==> src/hdl/nrpe_pkg.sv <==
// Shared types, character codes and prefix table for the RMC position extractor.
package nrpe_pkg;

  localparam int unsigned PREFIX_LEN = 6;
  localparam int unsigned CC_W       = 7;

  localparam logic [7:0] CH_DOLLAR = 8'h24;
  localparam logic [7:0] CH_COMMA  = 8'h2C;
  localparam logic [7:0] CH_NL     = 8'h0A;
  localparam logic [7:0] CH_V      = 8'h56;

  localparam logic [CC_W-1:0] CC_MAX = {CC_W{1'b1}};

  // Comma counts that select the fields of interest
  localparam logic [CC_W-1:0] FLD_STATUS = 7'd2;
  localparam logic [CC_W-1:0] FLD_LAT    = 7'd3;
  localparam logic [CC_W-1:0] FLD_LON    = 7'd5;

  typedef enum logic [1:0] {
    KIND_NONE = 2'd0,
    KIND_LAT  = 2'd1,
    KIND_LON  = 2'd2
  } char_kind_t;

  typedef struct packed {
    logic       fix_valid;
    logic       sentence_done;
    logic [7:0] char_value;
    char_kind_t char_kind;
  } result_t;

  // "$GPRMC", one character per position
  function automatic logic [7:0] prefix_char(input logic [2:0] idx);
    logic [7:0] ch;
    unique case (idx)
      3'd0:    ch = 8'h24;
      3'd1:    ch = 8'h47;
      3'd2:    ch = 8'h50;
      3'd3:    ch = 8'h52;
      3'd4:    ch = 8'h4D;
      3'd5:    ch = 8'h43;
      default: ch = 8'h00;
    endcase
    return ch;
  endfunction

endpackage

==> src/hdl/nrpe_parse.sv <==
// Sentence tracking state and per-character decode.
module nrpe_parse #(
  parameter int unsigned MAX_LINE  = 99,
  parameter int unsigned MAX_FIELD = 24
) (
  input  logic            clk,
  input  logic            rst_n,
  input  logic            step,
  input  logic [7:0]      rx_byte,
  output logic            has_result,
  output nrpe_pkg::result_t result
);
  import nrpe_pkg::*;

  localparam int unsigned LPW = $clog2(MAX_LINE);
  localparam int unsigned FW  = $clog2(MAX_FIELD + 1);

  localparam logic [LPW-1:0] POS_LAST   = LPW'(MAX_LINE - 1);
  localparam logic [LPW-1:0] POS_PREFIX = LPW'(PREFIX_LEN);
  localparam logic [FW-1:0]  FIELD_LIM  = FW'(MAX_FIELD);

  logic            in_sentence_r, in_sentence_nxt;
  logic [LPW-1:0]  line_pos_r, line_pos_nxt;
  logic            prefix_ok_r, prefix_ok_nxt;
  logic [CC_W-1:0] comma_count_r, comma_count_nxt;
  logic            stopped_r, stopped_nxt;
  logic [FW-1:0]   lat_len_r, lat_len_nxt;
  logic [FW-1:0]   lon_len_r, lon_len_nxt;

  logic is_nl, last_byte, in_prefix, body, done;

  always_comb begin
    in_sentence_nxt = in_sentence_r;
    line_pos_nxt    = line_pos_r;
    prefix_ok_nxt   = prefix_ok_r;
    comma_count_nxt = comma_count_r;
    stopped_nxt     = stopped_r;
    lat_len_nxt     = lat_len_r;
    lon_len_nxt     = lon_len_r;
    result          = '0;
    done            = 1'b0;

    is_nl     = (rx_byte == CH_NL);
    last_byte = is_nl || (line_pos_r >= POS_LAST);
    in_prefix = (line_pos_r < POS_PREFIX);
    body      = 1'b0;

    if (!in_sentence_r) begin
      // Hunt for the start of a sentence
      if (rx_byte == CH_DOLLAR) begin
        in_sentence_nxt = 1'b1;
        line_pos_nxt    = LPW'(1);
        prefix_ok_nxt   = 1'b1;
        comma_count_nxt = '0;
        stopped_nxt     = 1'b0;
        lat_len_nxt     = '0;
        lon_len_nxt     = '0;
      end
    end else begin
      if (in_prefix && rx_byte != prefix_char(line_pos_r[2:0])) begin
        prefix_ok_nxt = 1'b0;
      end
      body = prefix_ok_nxt && !in_prefix && !is_nl && !stopped_r;

      if (body) begin
        priority if (rx_byte == CH_COMMA) begin
          if (comma_count_r != CC_MAX) comma_count_nxt = comma_count_r + 1'b1;
        end else if (comma_count_r == FLD_STATUS) begin
          if (rx_byte == CH_V) stopped_nxt = 1'b1;
        end else if (comma_count_r == FLD_LAT) begin
          if (lat_len_r < FIELD_LIM) begin
            lat_len_nxt       = lat_len_r + 1'b1;
            result.char_kind  = KIND_LAT;
            result.char_value = rx_byte;
          end
        end else if (comma_count_r == FLD_LON) begin
          if (lon_len_r < FIELD_LIM) begin
            lon_len_nxt       = lon_len_r + 1'b1;
            result.char_kind  = KIND_LON;
            result.char_value = rx_byte;
          end
        end else begin
          // other fields: skip
        end
      end

      if (last_byte) begin
        done            = prefix_ok_nxt && !in_prefix;
        in_sentence_nxt = 1'b0;
        line_pos_nxt    = '0;
      end else begin
        line_pos_nxt = line_pos_r + 1'b1;
      end
    end

    result.sentence_done = done;
    result.fix_valid     = done && !stopped_nxt;
    has_result           = done || (result.char_kind != KIND_NONE);
  end

  always_ff @(posedge clk) begin
    if (!rst_n) begin
      in_sentence_r <= 1'b0;
      line_pos_r    <= '0;
      prefix_ok_r   <= 1'b1;
      comma_count_r <= '0;
      stopped_r     <= 1'b0;
      lat_len_r     <= '0;
      lon_len_r     <= '0;
    end else if (step) begin
      in_sentence_r <= in_sentence_nxt;
      line_pos_r    <= line_pos_nxt;
      prefix_ok_r   <= prefix_ok_nxt;
      comma_count_r <= comma_count_nxt;
      stopped_r     <= stopped_nxt;
      lat_len_r     <= lat_len_nxt;
      lon_len_r     <= lon_len_nxt;
    end
  end

endmodule

==> src/hdl/nrpe_out_reg.sv <==
// Result register that drives the outgoing stream.
module nrpe_out_reg (
  input  logic              clk,
  input  logic              rst_n,
  input  logic              load,
  input  nrpe_pkg::result_t load_data,
  input  logic              take,
  output logic              free,
  output logic              valid,
  output nrpe_pkg::result_t data
);
  import nrpe_pkg::*;

  logic    valid_r, valid_nxt;
  result_t data_r;

  assign free  = !valid_r || take;
  assign valid = valid_r;
  assign data  = data_r;

  always_comb begin
    valid_nxt = valid_r;
    if (take) valid_nxt = 1'b0;
    if (load) valid_nxt = 1'b1;
  end

  always_ff @(posedge clk) begin
    if (!rst_n) begin
      valid_r <= 1'b0;
    end else begin
      valid_r <= valid_nxt;
    end
  end

  always_ff @(posedge clk) begin
    if (load) data_r <= load_data;
  end

endmodule

==> src/hdl/nmea_rmc_position_extractor_core.sv <==
// Top level of the NMEA RMC position extractor.
//
// Usage:
//   in_*  : one received serial character per transfer (in_tdata).
//   out_* : one result per transfer: a latitude or longitude character
//           and/or the end-of-sentence marker with the fix validity.
//   Bytes outside "$GPRMC" sentences, commas and other fields give no
//   result; a byte is consumed without any output transfer then.
// Path: an input transfer lands in the input register, then decodes into
//   the result register once that register has room, and shows on out_*.
// Throughput: one byte per cycle, sustained, while the receiver keeps
//   out_tready high. The running counters and flags of the sentence are
//   updated once per byte as it advances, which sets this rate.
// Stall: when out_tready is low the result register holds its result and
//   the input register still takes one more byte; only then does
//   in_tready drop. Bytes that produce no result keep flowing regardless.
// Reset: rst_n low (synchronous) empties both registers and returns the
//   parser to hunting for '$'.
module nmea_rmc_position_extractor_core #(
  parameter int unsigned MAX_LINE  = 99,
  parameter int unsigned MAX_FIELD = 24
) (
  input  logic       clk,
  input  logic       rst_n,
  input  logic       in_tvalid,
  output logic       in_tready,
  input  logic [7:0] in_tdata,   // [7:0] rx_byte
  output logic       out_tvalid,
  input  logic       out_tready,
  output logic [7:0] out_tdata,  // [7:0] char_value
  output logic       out_tlast,  // sentence_done
  output logic [2:0] out_tuser   // [1:0] char_kind, [2] fix_valid
);
  import nrpe_pkg::*;

  logic       in_valid_r, in_valid_nxt;
  logic [7:0] in_byte_r;

  logic    has_result;
  result_t parse_res;
  logic    out_free;
  logic    advance;
  logic    out_valid;
  result_t out_res;

  // Advance the held byte when its result (if any) finds room downstream
  assign advance   = in_valid_r && (!has_result || out_free);
  assign in_tready = !in_valid_r || advance;

  always_comb begin
    in_valid_nxt = in_valid_r;
    if (advance) in_valid_nxt = 1'b0;
    if (in_tvalid && in_tready) in_valid_nxt = 1'b1;
  end

  always_ff @(posedge clk) begin
    if (!rst_n) begin
      in_valid_r <= 1'b0;
    end else begin
      in_valid_r <= in_valid_nxt;
    end
  end

  // Payload: capture on every input transfer
  always_ff @(posedge clk) begin
    if (in_tvalid && in_tready) in_byte_r <= in_tdata;
  end

  nrpe_parse #(
    .MAX_LINE  (MAX_LINE),
    .MAX_FIELD (MAX_FIELD)
  ) u_parse (
    .clk        (clk),
    .rst_n      (rst_n),
    .step       (advance),
    .rx_byte    (in_byte_r),
    .has_result (has_result),
    .result     (parse_res)
  );

  nrpe_out_reg u_out (
    .clk       (clk),
    .rst_n     (rst_n),
    .load      (advance && has_result),
    .load_data (parse_res),
    .take      (out_tready),
    .free      (out_free),
    .valid     (out_valid),
    .data      (out_res)
  );

  assign out_tvalid = out_valid;
  assign out_tdata  = out_res.char_value;
  assign out_tlast  = out_res.sentence_done;
  assign out_tuser  = {out_res.fix_valid, out_res.char_kind};

`ifndef SYNTHESIS
  // Every result carries a character or the end marker
  a_result_nonempty: assert property (@(posedge clk) disable iff (!rst_n)
    out_tvalid |-> (out_tlast || out_tuser[1:0] != 2'd0))
    else $error("empty result presented");

  // Fix validity only travels with the end marker
  a_fix_with_done: assert property (@(posedge clk) disable iff (!rst_n)
    (out_tvalid && out_tuser[2]) |-> out_tlast)
    else $error("fix_valid without sentence_done");

  // Kind code three is never produced
  a_kind_range: assert property (@(posedge clk) disable iff (!rst_n)
    out_tvalid |-> out_tuser[1:0] != 2'd3)
    else $error("bad char_kind");

  // No character means a zero data byte
  a_value_zero: assert property (@(posedge clk) disable iff (!rst_n)
    (out_tvalid && out_tuser[1:0] == 2'd0) |-> out_tdata == 8'd0)
    else $error("char_value set without a character");

  // A byte with a pending result is held while the result register is full
  a_hold_input: assert property (@(posedge clk) disable iff (!rst_n)
    (in_valid_r && has_result && out_valid && !out_tready) |=> in_valid_r)
    else $error("input byte dropped while output stalled");
`endif

endmodule
==> config.mk <==
export PLATFORM = sky130hd
export DESIGN_NAME = nmea_rmc_position_extractor_core
export DESIGN_NICKNAME = d
export VERILOG_FILES = /design/src/hdl/nrpe_pkg.sv /design/src/hdl/nrpe_parse.sv /design/src/hdl/nrpe_out_reg.sv /design/src/hdl/nmea_rmc_position_extractor_core.sv
export SDC_FILE = /design/constraint.sdc
export NUM_CORES = 1
export LEC_CHECK = 0
export BUFFER_PORTS_ARGS = -buffer_cell sky130_fd_sc_hd__buf_2
export CAP_MARGIN = 15
export CORE_AREA = 4 4 74 76
export DETAILED_ROUTE_END_ITERATION = 8
export DIE_AREA = 0 0 78 80
export GPL_ROUTABILITY_DRIVEN = 1
export PLACE_DENSITY = 0.74
export SYNTH_ARGS = -nofsm -noshare
export SYNTH_HDL_FRONTEND = slang
export SYNTH_HIERARCHICAL = 1
export SYNTH_SLANG_ARGS = --single-unit
==> constraint.sdc <==
create_clock -name clk -period 5.4 [get_ports clk]
set_clock_uncertainty 0.1 [all_clocks]
set_input_delay 0.81 -clock clk [delete_from_list [all_inputs] [get_ports clk]]
set_output_delay 0.81 -clock clk [all_outputs]
set_load 0.02 [all_outputs]
---- Yosys cells after proc, flatten, opt, wreduce, memory -nomap -nowiden ----
Index checks and enable logic that the tools add are counted.
storage, ports and cells
  input bits .............................. 12
  bits in registers ....................... 49
cells by class
  reduce and logical (&&, ||, !) cells .... 30
  bitwise operators ....................... 2
  order comparisons ....................... 4
  add/sub/neg operators ................... 4
  muxes and demuxes ....................... 51
  equality and inequality tests ........... 24
operators with widths
  kind                                                                          number
  5-bit 2-to-1 mux                                                              14
  7-bit 2-to-1 mux                                                              8
  7-bit one-hot mux with 6 select lines                                         1
  10-bit 2-to-1 mux                                                             4
  2-bit != test, second input constant                                          10
  1-bit 2-to-1 mux                                                              19
  8-bit by 6-bit == test with 1-bit output, second input constant               2
  7-bit by 1-bit adder with 7-bit output, second input constant                 2
  7-bit by 2-bit == test with 1-bit output, second input constant               2
  5-bit by 1-bit adder with 5-bit output, second input constant                 2
  5-bit less-than comparator, second input constant                             2
  8-bit by 4-bit == test with 1-bit output, second input constant               1
  8-bit by 7-bit == test with 1-bit output, second input constant               1
  1-bit logical AND                                                             8
  2-bit 2-to-1 mux                                                              4
  8-bit 2-to-1 mux                                                              1
  8-bit != test                                                                 1
  8-bit AND reduction                                                           1
  2-bit nonzero test                                                            4
  7-bit by 3-bit == test with 1-bit output, second input constant               1
  7-bit >= comparator, second input constant                                    1
  1-bit logical NOT                                                             7
  7-bit by 3-bit less-than comparator with 1-bit output, second input constant  1
  7-bit != test, second input constant                                          1
  10 further kinds                                                              17

---- Logic depth before layout (Yosys ltp) ----
Gate-level depths: netlist of the first run.
  depth after elaboration ................. 20
  gate-level depth with buffers ........... 14

---- Cells and area by module ----
Netlist of the first run, hierarchy kept.
modules (own cells, without submodules)
  module                            instances  cells each  sequential area each (um2)  area an instance (um2)
  nrpe_parse                        1          237         540.5                       1854.3
  nrpe_out_reg                      1          16          380.4                       409.1
  nmea_rmc_position_extractor_core  1          16          260.2                       322.8

---- Least setup slack after synthesis of the first run ----
OpenSTA, ideal clock, no wires.
  path kind ............................... reg-to-reg
  from .................................... register in_byte_r[1]
  to ...................................... register u_parse.lon_len_r[4]
  stages on the path, launching flop included .. 13
  arrival ................................. 3.632 ns
  period minus slack after synthesis ...... 3.849 ns
  data required time ...................... 5.183 ns
  buffers on the path ..................... 2
  path slack .............................. 1.551 ns
  path through ............................ edfxtp_1 or4b_4 or4_1 buf_2 and4_1 nand2_1 o21ai_0 a21boi_0 clkbuf_1 inv_1 o41ai_2 nor2_1 a22o_1
between the ends
  cells in the longest elaborated chain, start to end .. 15
  elaborated cells between the ends (all ways) .. 26
  those cells by class .................... 6 x eq/ne; 7 x mux; 13 x reduce/logical
ends and longest elaborated chain
  what                               line                                    text
  from (decl)                        nmea_rmc_position_extractor_core.sv:37  logic [7:0] in_byte_r;
  from (signal assigned)             nmea_rmc_position_extractor_core.sv:66  if (in_tvalid && in_tready) in_byte_r <= in_tdata;
  8-bit != test                      nrpe_parse.sv:60                        if (in_prefix && rx_byte != prefix_char(line_pos_r[2:0])) begin
  1-bit logical AND                  nrpe_parse.sv:60
  1-bit 2-to-1 mux                   nrpe_parse.sv:60
  1-bit 2-to-1 mux                   nrpe_parse.sv:48                        if (!in_sentence_r) begin
  1-bit logical AND                  nrpe_parse.sv:63, nrpe_parse.sv:88
  1-bit logical AND (2 in a row)     nrpe_parse.sv:63                        body = prefix_ok_nxt && !in_prefix && !is_nl && !stopped_r;
  2-bit 2-to-1 mux                   nrpe_parse.sv:65                        if (body) begin
  2-bit 2-to-1 mux                   nrpe_parse.sv:48
  2-bit nonzero test                 nrpe_parse.sv:98                        has_result = done || (result.char_kind != KIND_NONE);
  1-bit logical OR (*)               nrpe_parse.sv:98
  net has_result                     nmea_rmc_position_extractor_core.sv:39  logic has_result;
  1-bit logical NOT (*)              nmea_rmc_position_extractor_core.sv:47  assign advance = in_valid_r && (!has_result || out_free);
  1-bit logical OR (*)               nmea_rmc_position_extractor_core.sv:47
  1-bit logical AND (*)              nmea_rmc_position_extractor_core.sv:47
  net advance                        nmea_rmc_position_extractor_core.sv:42  logic advance;
  8-bit AND reduction (no line) (*)  --
  to (signal assigned)               nrpe_parse.sv:117                       lon_len_r <= lon_len_nxt;
  to (decl)                          nrpe_parse.sv:28                        logic [FW-1:0] lon_len_r, lon_len_nxt;
Mark *: on every way through the listed nets, which the timed path passes. The rest lies on a longest branch. The select of a mux whose other input is x is not followed.
A chain may end at the register's enable or synchronous reset.

---- Final worst setup path of the first run ----
  from .................................... register in_byte_r[1]
  to ...................................... register u_parse.comma_count_r[3]
between the ends
  cells in the longest elaborated chain, start to end .. 15
  elaborated cells between the ends (all ways) .. 26
  those cells by class .................... 6 x eq/ne; 7 x mux; 13 x reduce/logical
ends and longest elaborated chain
  what                               line                                    text
  8-bit != test                      nrpe_parse.sv:60
  1-bit logical AND                  nrpe_parse.sv:60
  1-bit 2-to-1 mux                   nrpe_parse.sv:60
  1-bit 2-to-1 mux                   nrpe_parse.sv:48
  1-bit logical AND                  nrpe_parse.sv:63, nrpe_parse.sv:88
  1-bit logical AND (2 in a row)     nrpe_parse.sv:63
  2-bit 2-to-1 mux                   nrpe_parse.sv:65
  2-bit 2-to-1 mux                   nrpe_parse.sv:48
  2-bit nonzero test                 nrpe_parse.sv:98
  1-bit logical OR (*)               nrpe_parse.sv:98
  net has_result                     nmea_rmc_position_extractor_core.sv:39
  1-bit logical NOT (*)              nmea_rmc_position_extractor_core.sv:47
  1-bit logical OR (*)               nmea_rmc_position_extractor_core.sv:47
  1-bit logical AND (*)              nmea_rmc_position_extractor_core.sv:47
  net advance                        nmea_rmc_position_extractor_core.sv:42
  5-bit AND reduction (no line) (*)  --
  to (signal assigned)               nrpe_parse.sv:114                       comma_count_r <= comma_count_nxt;
  to (decl)                          nrpe_parse.sv:25                        logic [CC_W-1:0] comma_count_r, comma_count_nxt;
Marked as above.

==> impl_metrics.csv, run 1 <==
group,metric,value,unit
critical_path,critPathMaxFanout,13,
synthesis,synthCells,269,
detailed_routing,wirelength,5290,um
sta,setup-violations-final,0,
place,dp_hpwl,4030,um
cts,cts_sinks,49,
synthesis,ys_warn_count,6,
global_route,antenna_found_initial,0,
sta,min_period,4.40,ns
place,placed_cells,355,
global_route,grt_pass1_wl,9290,um
critical_path,cp-end-kind,"flop",
critical_path,cpPeakStageDelay,0.61,ns
synthesis,synth_edf_count,20,
cts,cts.reportedPaths.clkPinSlew,0.09,ns
worst_hold_path,hp-class,"reg2reg",
detailed_routing,drc,0,
critical_path,arrival,4.54,ns
critical_path,crit_required,5.54,ns
global_route,grt_pass1_vias,1946,
cts,clk_latency,0.30,ns
cts,cts_hold_buf,0,
power,p_leak,1.10,nW
synthesis,avgSynthCellArea,9.61,sq um
finish,final_common_cell,"dfxtp_1",
detailed_routing,first_pass_iters,4,
synthesis,async_reset_ff_share,0,%
critical_path,worstPathCellList,"or4b_4, or4_1, and4_1, nand2_1, o21ai_0, a21boi_0, buf_4, and2_1, nand4_1, or4_1, a21oi_1",
finish,final_cell_mix,"dfxtp_1, buf_2, nand2_1",
sta,tns,0,ns
die,die_area,0.00624,sq mm
sta,min_period_over_period,81.4,%
global_route,overflow,0,
place,io_buffers,25,
global_route,grt_max_degree,17,
finish,final_layout_size_suffix_gt1_share,16.2,%
finish,final_cells,363,
power,p_clk_share,33.3,%
place,globalplace.congestion,0.834,
sta,slew_headroom,56.3,%
detailed_routing,ant_nets,0,
sta,final_hold_viol_count,0,
critical_path,worst_setup_path_start_kind,"flop",
die,ios,26,
sta,drv_slew,0,
sta,worst_pin_slew,0.649,ns
cts,clockBufferDepth,2,
run_status,status,"finished, final reports clean",
power,seq_power_share,62.3,%
power,internal_power,0.492,mW
sta,fmax,228,MHz
finish,diodes,0,
finish,multi_input_area,0.00131,sq mm
detailed_routing,vias,2056,
finish,area_growth,10.9,%
cts,numCtsBuffers,5,
power,p_per_area,222,mW/mm^2
detailed_routing,wl_per_cell,14.6,um
power,swShare,22.9,%
cts,cts_root_buf,"clkbuf_8",
power,combinationalPowerShare,4.4,%
run,maxCapViolCount,0,
synthesis,synth_seq_cells,49,
critical_path,cpMaxStageDelayCell,"or4_1",
finish,nets,321,
die,core,0.00472,sq mm
cts,cts-resized-gates,0,
global_route,grtUsageTotal,18.8,%
power,ir_worst_vdd,0.153,mV
critical_path,r2r_slack,1.00,ns
critical_path,crit_type,"reg2reg",
finish,seqCellArea,0.00118,sq mm
synthesis,synth_cell_types,52,
detailed_routing,drt-initial-drc-count,160,
cts,post_cts.repair.setup_buffers,0,
synthesis,syn_nets,295,
detailed_routing,vias_per_cell,5.66,
sta,rsz0062_at_grt,"false",
die,start_util,54.8,%
power,switchingPower,0.146,mW
critical_path,path_common_cell,"or4_1",
cts,cts_tree,"yes",
die,fp-row-count,25,
synthesis,synth_area,0.00259,sq mm
die,die_w,78,um
cts,cts_max_level,2,
synthesis,ys_seq_area_share,45.7,%
finish,final.fill_count,401,
synthesis,synthFlopType,"dfxtp_1",
die,die_h,80,um
final timing paths:
check / from / to / depth (start not counted)
worst max register to register: in_byte_r[1] / u_parse/comma_count_r[3] / 11
worst min register to register: u_parse/prefix_ok_r / u_parse/prefix_ok_r / 1
worst min-delay path: u_parse/prefix_ok_r / u_parse/prefix_ok_r / 1
worst max-delay path: in_byte_r[1] / u_parse/comma_count_r[3] / 11
flip-flops by register name, indices dropped and copies added, names as in the netlist:
| signal | cells |
|---|---|
| u_out/data | 12 |
| in_byte_r | 8 |
| u_parse/comma_count_r | 7 |
| u_parse/line_pos_r | 7 |
| u_parse/lat_len_r | 5 |
| u_parse/lon_len_r | 5 |
| in_valid_r | 1 |
| u_out/valid | 1 |
| u_parse/in_sentence_r | 1 |
| u_parse/prefix_ok_r | 1 |
| u_parse/stopped_r | 1 |
Yosys cell counts (3+ instances only):
cell type | count | area (sq um)
and2_1 | 7 | 43.8
nand2b_1 | 4 | 25.0
o21ai_0 | 12 | 60.1
edfxtp_1 | 20 | 601
nor2_1 | 16 | 60.1
xor2_1 | 4 | 35.0
o31ai_1 | 3 | 22.5
a21oi_1 | 12 | 60.1
or3_1 | 6 | 37.5
ha_1 | 14 | 175
nand3_1 | 14 | 70.1
nand4_1 | 11 | 68.8
o211ai_1 | 3 | 22.5
and3_1 | 7 | 43.8
a21boi_0 | 4 | 30.0
nor3_1 | 11 | 55.1
nand2_1 | 21 | 78.8
dfxtp_1 | 29 | 581
or4_1 | 4 | 30.0
inv_1 | 16 | 60.1
mux2i_1 | 3 | 30.0
clkbuf_1 | 6 | 22.5
worst max-delay path, delay by kind of cell, from the launching register on:
family / cells / cell delay (ns)
simple gates: 7 / 2.93
buf+inv: 1 / 0.20
compound gates: 3 / 0.60
flops: 1 / 0.49
power groups by stage:
stage | sequential (mW) | clock [mW] | combinational [mW]
6_report | 0.397 | 0.212 | 0.0279
5_1_grt | 0.399 | 0.238 | 0.0311
4_1_cts | 0.397 | 0.219 | 0.0278
3_5_place_dp | 0.406 | 0 | 0.0277
3_3_place_gp | 0.405 | 0 | 0.0272
2_1_floorplan | 0.403 | 0 | 0.0173
logic make-up (layout without fill, tap and decap cells):
group / Yosys count / after routing / synth area share, %
AO/OA/AOI/OAI: 54 / 54 / 14.7
XOR/XNOR: 6 / 6 / 2.03
adder cells (fa/ha/maj): 14 / 14 / 6.77
buffers and inverters: 25 / 52 / 3.87
flip-flops: 49 / 49 / 45.7
multiplexers: 3 / 3 / 1.16
AND/OR/NAND/NOR: 118 / 118 / 25.8
cell type report:
| cell class | count | area share [%] |
|---|---|---|
| multi-input combinational | 195 | 45.5 |
| sequential | 49 | 41.2 |
| timing repair buffer | 28 | 5.15 |
| tap | 67 | 2.92 |
| clock buffer | 5 | 2.40 |
| inverter | 16 | 2.09 |
| clock inverter | 3 | 0.785 |
per-layer routing:
layer  up-vias  share of wire (%)  track usage (%)
li1       1041                  -                -
met1       952                 47             24.2
met2        54                 47             30.6
met3         9                5.0             4.74
met4         0                1.9             7.17
met5         -                  0                0
per-stage QoR:
step | hold WS (ns) | cell area (sq um) | total power [mW] | setup slack, ns | utilization [%]
after floorplan | 0.325 | 2590 | 0.420 | 1.55 | -
after global placement | 0.345 | 2780 | 0.432 | 1.22 | 58.8
after detailed placement | 0.358 | 2780 | 0.434 | 1.06 | 58.8
after CTS | 0.382 | 2870 | 0.645 | 1.04 | 60.7
after global routing | 0.399 | 2870 | 0.668 | 0.680 | 60.7
final | 0.377 | 2870 | 0.638 | 1.00 | 60.7
Note: power is estimated with default switching activity, not from simulation.
==> run 2, diff against run 1 <==
--- a/config.mk
+++ b/config.mk
@@ -7,11 +7,11 @@
 export LEC_CHECK = 0
 export BUFFER_PORTS_ARGS = -buffer_cell sky130_fd_sc_hd__buf_2
 export CAP_MARGIN = 15
-export CORE_AREA = 4 4 74 76
+export CORE_AREA = 4 4 75 77
 export DETAILED_ROUTE_END_ITERATION = 8
-export DIE_AREA = 0 0 78 80
+export DIE_AREA = 0 0 79 81
 export GPL_ROUTABILITY_DRIVEN = 1
-export PLACE_DENSITY = 0.74
+export PLACE_DENSITY = 0.75
 export SYNTH_ARGS = -nofsm -noshare
 export SYNTH_HDL_FRONTEND = slang
 export SYNTH_HIERARCHICAL = 1
==> constraint.sdc (replaced) <==
create_clock -name clk -period 3.68 [get_ports clk]
set_clock_uncertainty 0.1 [all_clocks]
set_input_delay 0.552 -clock clk [delete_from_list [all_inputs] [get_ports clk]]
set_output_delay 0.552 -clock clk [all_outputs]
set_load 0.02 [all_outputs]
==> run 2 against run 1 <==
Net effect: register-to-register slack got worse by 0.78 ns; design area rose by 3.8%; highest routed layer unchanged; sequential share of layout area fell by 1.5 points; utilization fell by 1.3 points; combinational power is 92% higher; routed wire length rose by 5.0%; global-route usage is 0.76 points lower; via count grew 6.0%; first-iteration DRC count grew 31%; largest power group unchanged; total power rose by 49%; sequential cell count did not move; fmax up 27%.
==> impl_metrics.csv, run 2 (synthesis results as in run 1) <==
group,metric,value,unit
sta,worst_pin_slew,0.604,ns
cts,cts_max_level,2,
finish,final.fill_count,431,
cts,cts_tree,"yes",
die,fp-row-count,26,
cts,numCtsBuffers,5,
detailed_routing,vias,2179,
power,ir_worst_vdd,0.201,mV
sta,min_period_over_period,93.8,%
cts,cts.reportedPaths.clkPinSlew,0.09,ns
cts,cts_sinks,49,
sta,final_hold_viol_count,0,
global_route,overflow,0,
sta,setup-violations-final,0,
cts,cts_hold_buf,0,
finish,final_layout_size_suffix_gt1_share,19.5,%
critical_path,r2r_slack,0.23,ns
die,start_util,51.6,%
finish,final_common_cell,"dfxtp_1",
worst_hold_path,worstHoldStart,"in_tdata[6]",
critical_path,cpPeakStageDelay,0.60,ns
global_route,antenna_found_initial,0,
place,io_buffers,25,
cts,clk_latency,0.29,ns
sta,rsz0062_at_grt,"false",
critical_path,cp-end-kind,"flop",
run,maxCapViolCount,0,
place,globalplace.congestion,0.891,
worst_hold_path,hold_depth,1,
finish,final_cell_mix,"dfxtp_1, buf_2, nand2_1",
sta,drv_slew,0,
finish,final_area,0.00298,sq mm
worst_hold_path,hp-class,"in2reg",
critical_path,crit_required,3.81,ns
finish,diodes,0,
detailed_routing,first_pass_iters,4,
run_status,status,"finished, final reports clean",
critical_path,r2r-end,"u_parse/comma_count_r[3]",
critical_path,path_delay_family,"simple AND/OR/NAND/NOR gates",
detailed_routing,wl_per_cell,14.7,um
finish,largest_reg_flops,12,
die,die_h,81,um
detailed_routing,drc,0,
critical_path,reg2regPathDepth,10,
critical_path,crit_type,"reg2reg",
power,total_power,0.953,mW
detailed_routing,drt-initial-drc-count,209,
power,p_per_area,320,mW/mm^2
critical_path,worst_setup_path_start_kind,"flop",
global_route,grtUsageTotal,18.1,%
sta,min_period,3.45,ns
global_route,grt_pass1_vias,2032,
detailed_routing,wirelength,5550,um
cts,cts_root_buf,"clkbuf_8",
global_route,grt_pass1_wl,9250,um
sta,slew_headroom,59.4,%
sta,fmax,290,MHz
cts,clockBufferDepth,2,
critical_path,cp.buffers_inverters,0,
detailed_routing,vias_per_cell,5.76,
finish,nets,333,
die,core,0.00501,sq mm
die,ios,26,
critical_path,crit_cells,10,
critical_path,critPathMaxFanout,8,
power,p_leak,1.18,nW
place,place_area,0.00286,sq mm
place,dp_hpwl,4190,um
finish,area_growth,15.1,%
global_route,grt_max_degree,16,
die,die_w,79,um
sta,hold_slack,0.327,ns
critical_path,cpMaxStageDelayCell,"or4b_4",
critical_path,arrival,3.59,ns
sta,tns,0,ns
detailed_routing,ant_nets,0,
critical_path,path_common_cell,"or4_1",
die,die_area,0.00640,sq mm
critical_path,reg2reg_from,"in_byte_r[6]",
worst_hold_path,min_to,"in_byte_r[6]",
critical_path,worstPathCellList,"or4b_4, or4_1, and4_1, nand2_1, o21ai_0, a21boi_1, and2_2, nand4_1, or4_1, a21oi_1",
==> run 2: routing by layer <==
| metal | track usage, % | wire [um] | vias to the layer above |
|---|---|---|---|
| met4 | 5.67 | 78 | 0 |
| met2 | 31.4 | 2760 | 66 |
| met1 | 22.9 | 2450 | 1034 |
| met5 | 0 | 0 | - |
| li1 | - | - | 1071 |
| met3 | 3.33 | 259 | 8 |
==> run 2: worst register-to-register path: stages, from the launching register on <==
cell and delay (ns):
edfxtp_1 0.40, or4b_4 0.60, or4_1 0.43, and4_1 0.24
nand2_1 0.10, o21ai_0 0.13, a21boi_1 0.18, and2_2 0.25
nand4_1 0.26, or4_1 0.55, a21oi_1 0.15
==> run 2: final cells by class <==
| cell class | instances | area, sq um | share of cell area [%] |
|---|---|---|---|
| Multi-Input combinational cell | 195 | 1320 | 44.2 |
| Sequential cell | 49 | 1180 | 39.7 |
| Timing Repair Buffer | 40 | 238 | 7.98 |
| Tap cell | 70 | 87.6 | 2.94 |
| Clock buffer | 7 | 86.3 | 2.90 |
| Inverter | 16 | 60.1 | 2.02 |
| Clock inverter | 1 | 7.51 | 0.252 |
==> run 2: timing repair <==
action / CTS / global route
gates resized for setup: 0 / 2
endpoints found under the setup margin: 0 / 8
setup buffers: 0 / 3
==> run 2: metrics by stage <==
step	utilization, %	cells	worst slack (ns)
2_1_floorplan	-	269	0.0388
3_3_place_gp	57.1	367	0.172
3_5_place_dp	57.1	367	0.101
4_1_cts	59.0	375	0.0517
5_1_grt	59.4	378	0.00412
6_report	59.4	378	0.228
==> run 2: power breakdown <==
| part | internal [mW] | leakage, nW | switching, mW |
|---|---|---|---|
| logic | 0.0233 | 0.681 | 0.0303 |
| clock network | 0.153 | 0.0445 | 0.167 |
| registers | 0.570 | 0.452 | 0.00892 |
| total | 0.747 | 1.18 | 0.206 |
==> run 2: worst max-delay path by stage <==
stage / from / endpoint / slack (ns)
5_1_grt: in_byte_r[6] / u_parse/comma_count_r[3] / 0.004
4_1_cts: in_byte_r[6] / u_parse/comma_count_r[3] / 0.05
3_5_place_dp: in_byte_r[6] / u_parse/comma_count_r[3] / 0.10
3_3_place_gp: in_byte_r[6] / u_parse/comma_count_r[3] / 0.17
6_report: in_byte_r[6] / u_parse/comma_count_r[3] / 0.23
2_1_floorplan: in_byte_r[1] / u_parse/comma_count_r[2] / 0.04
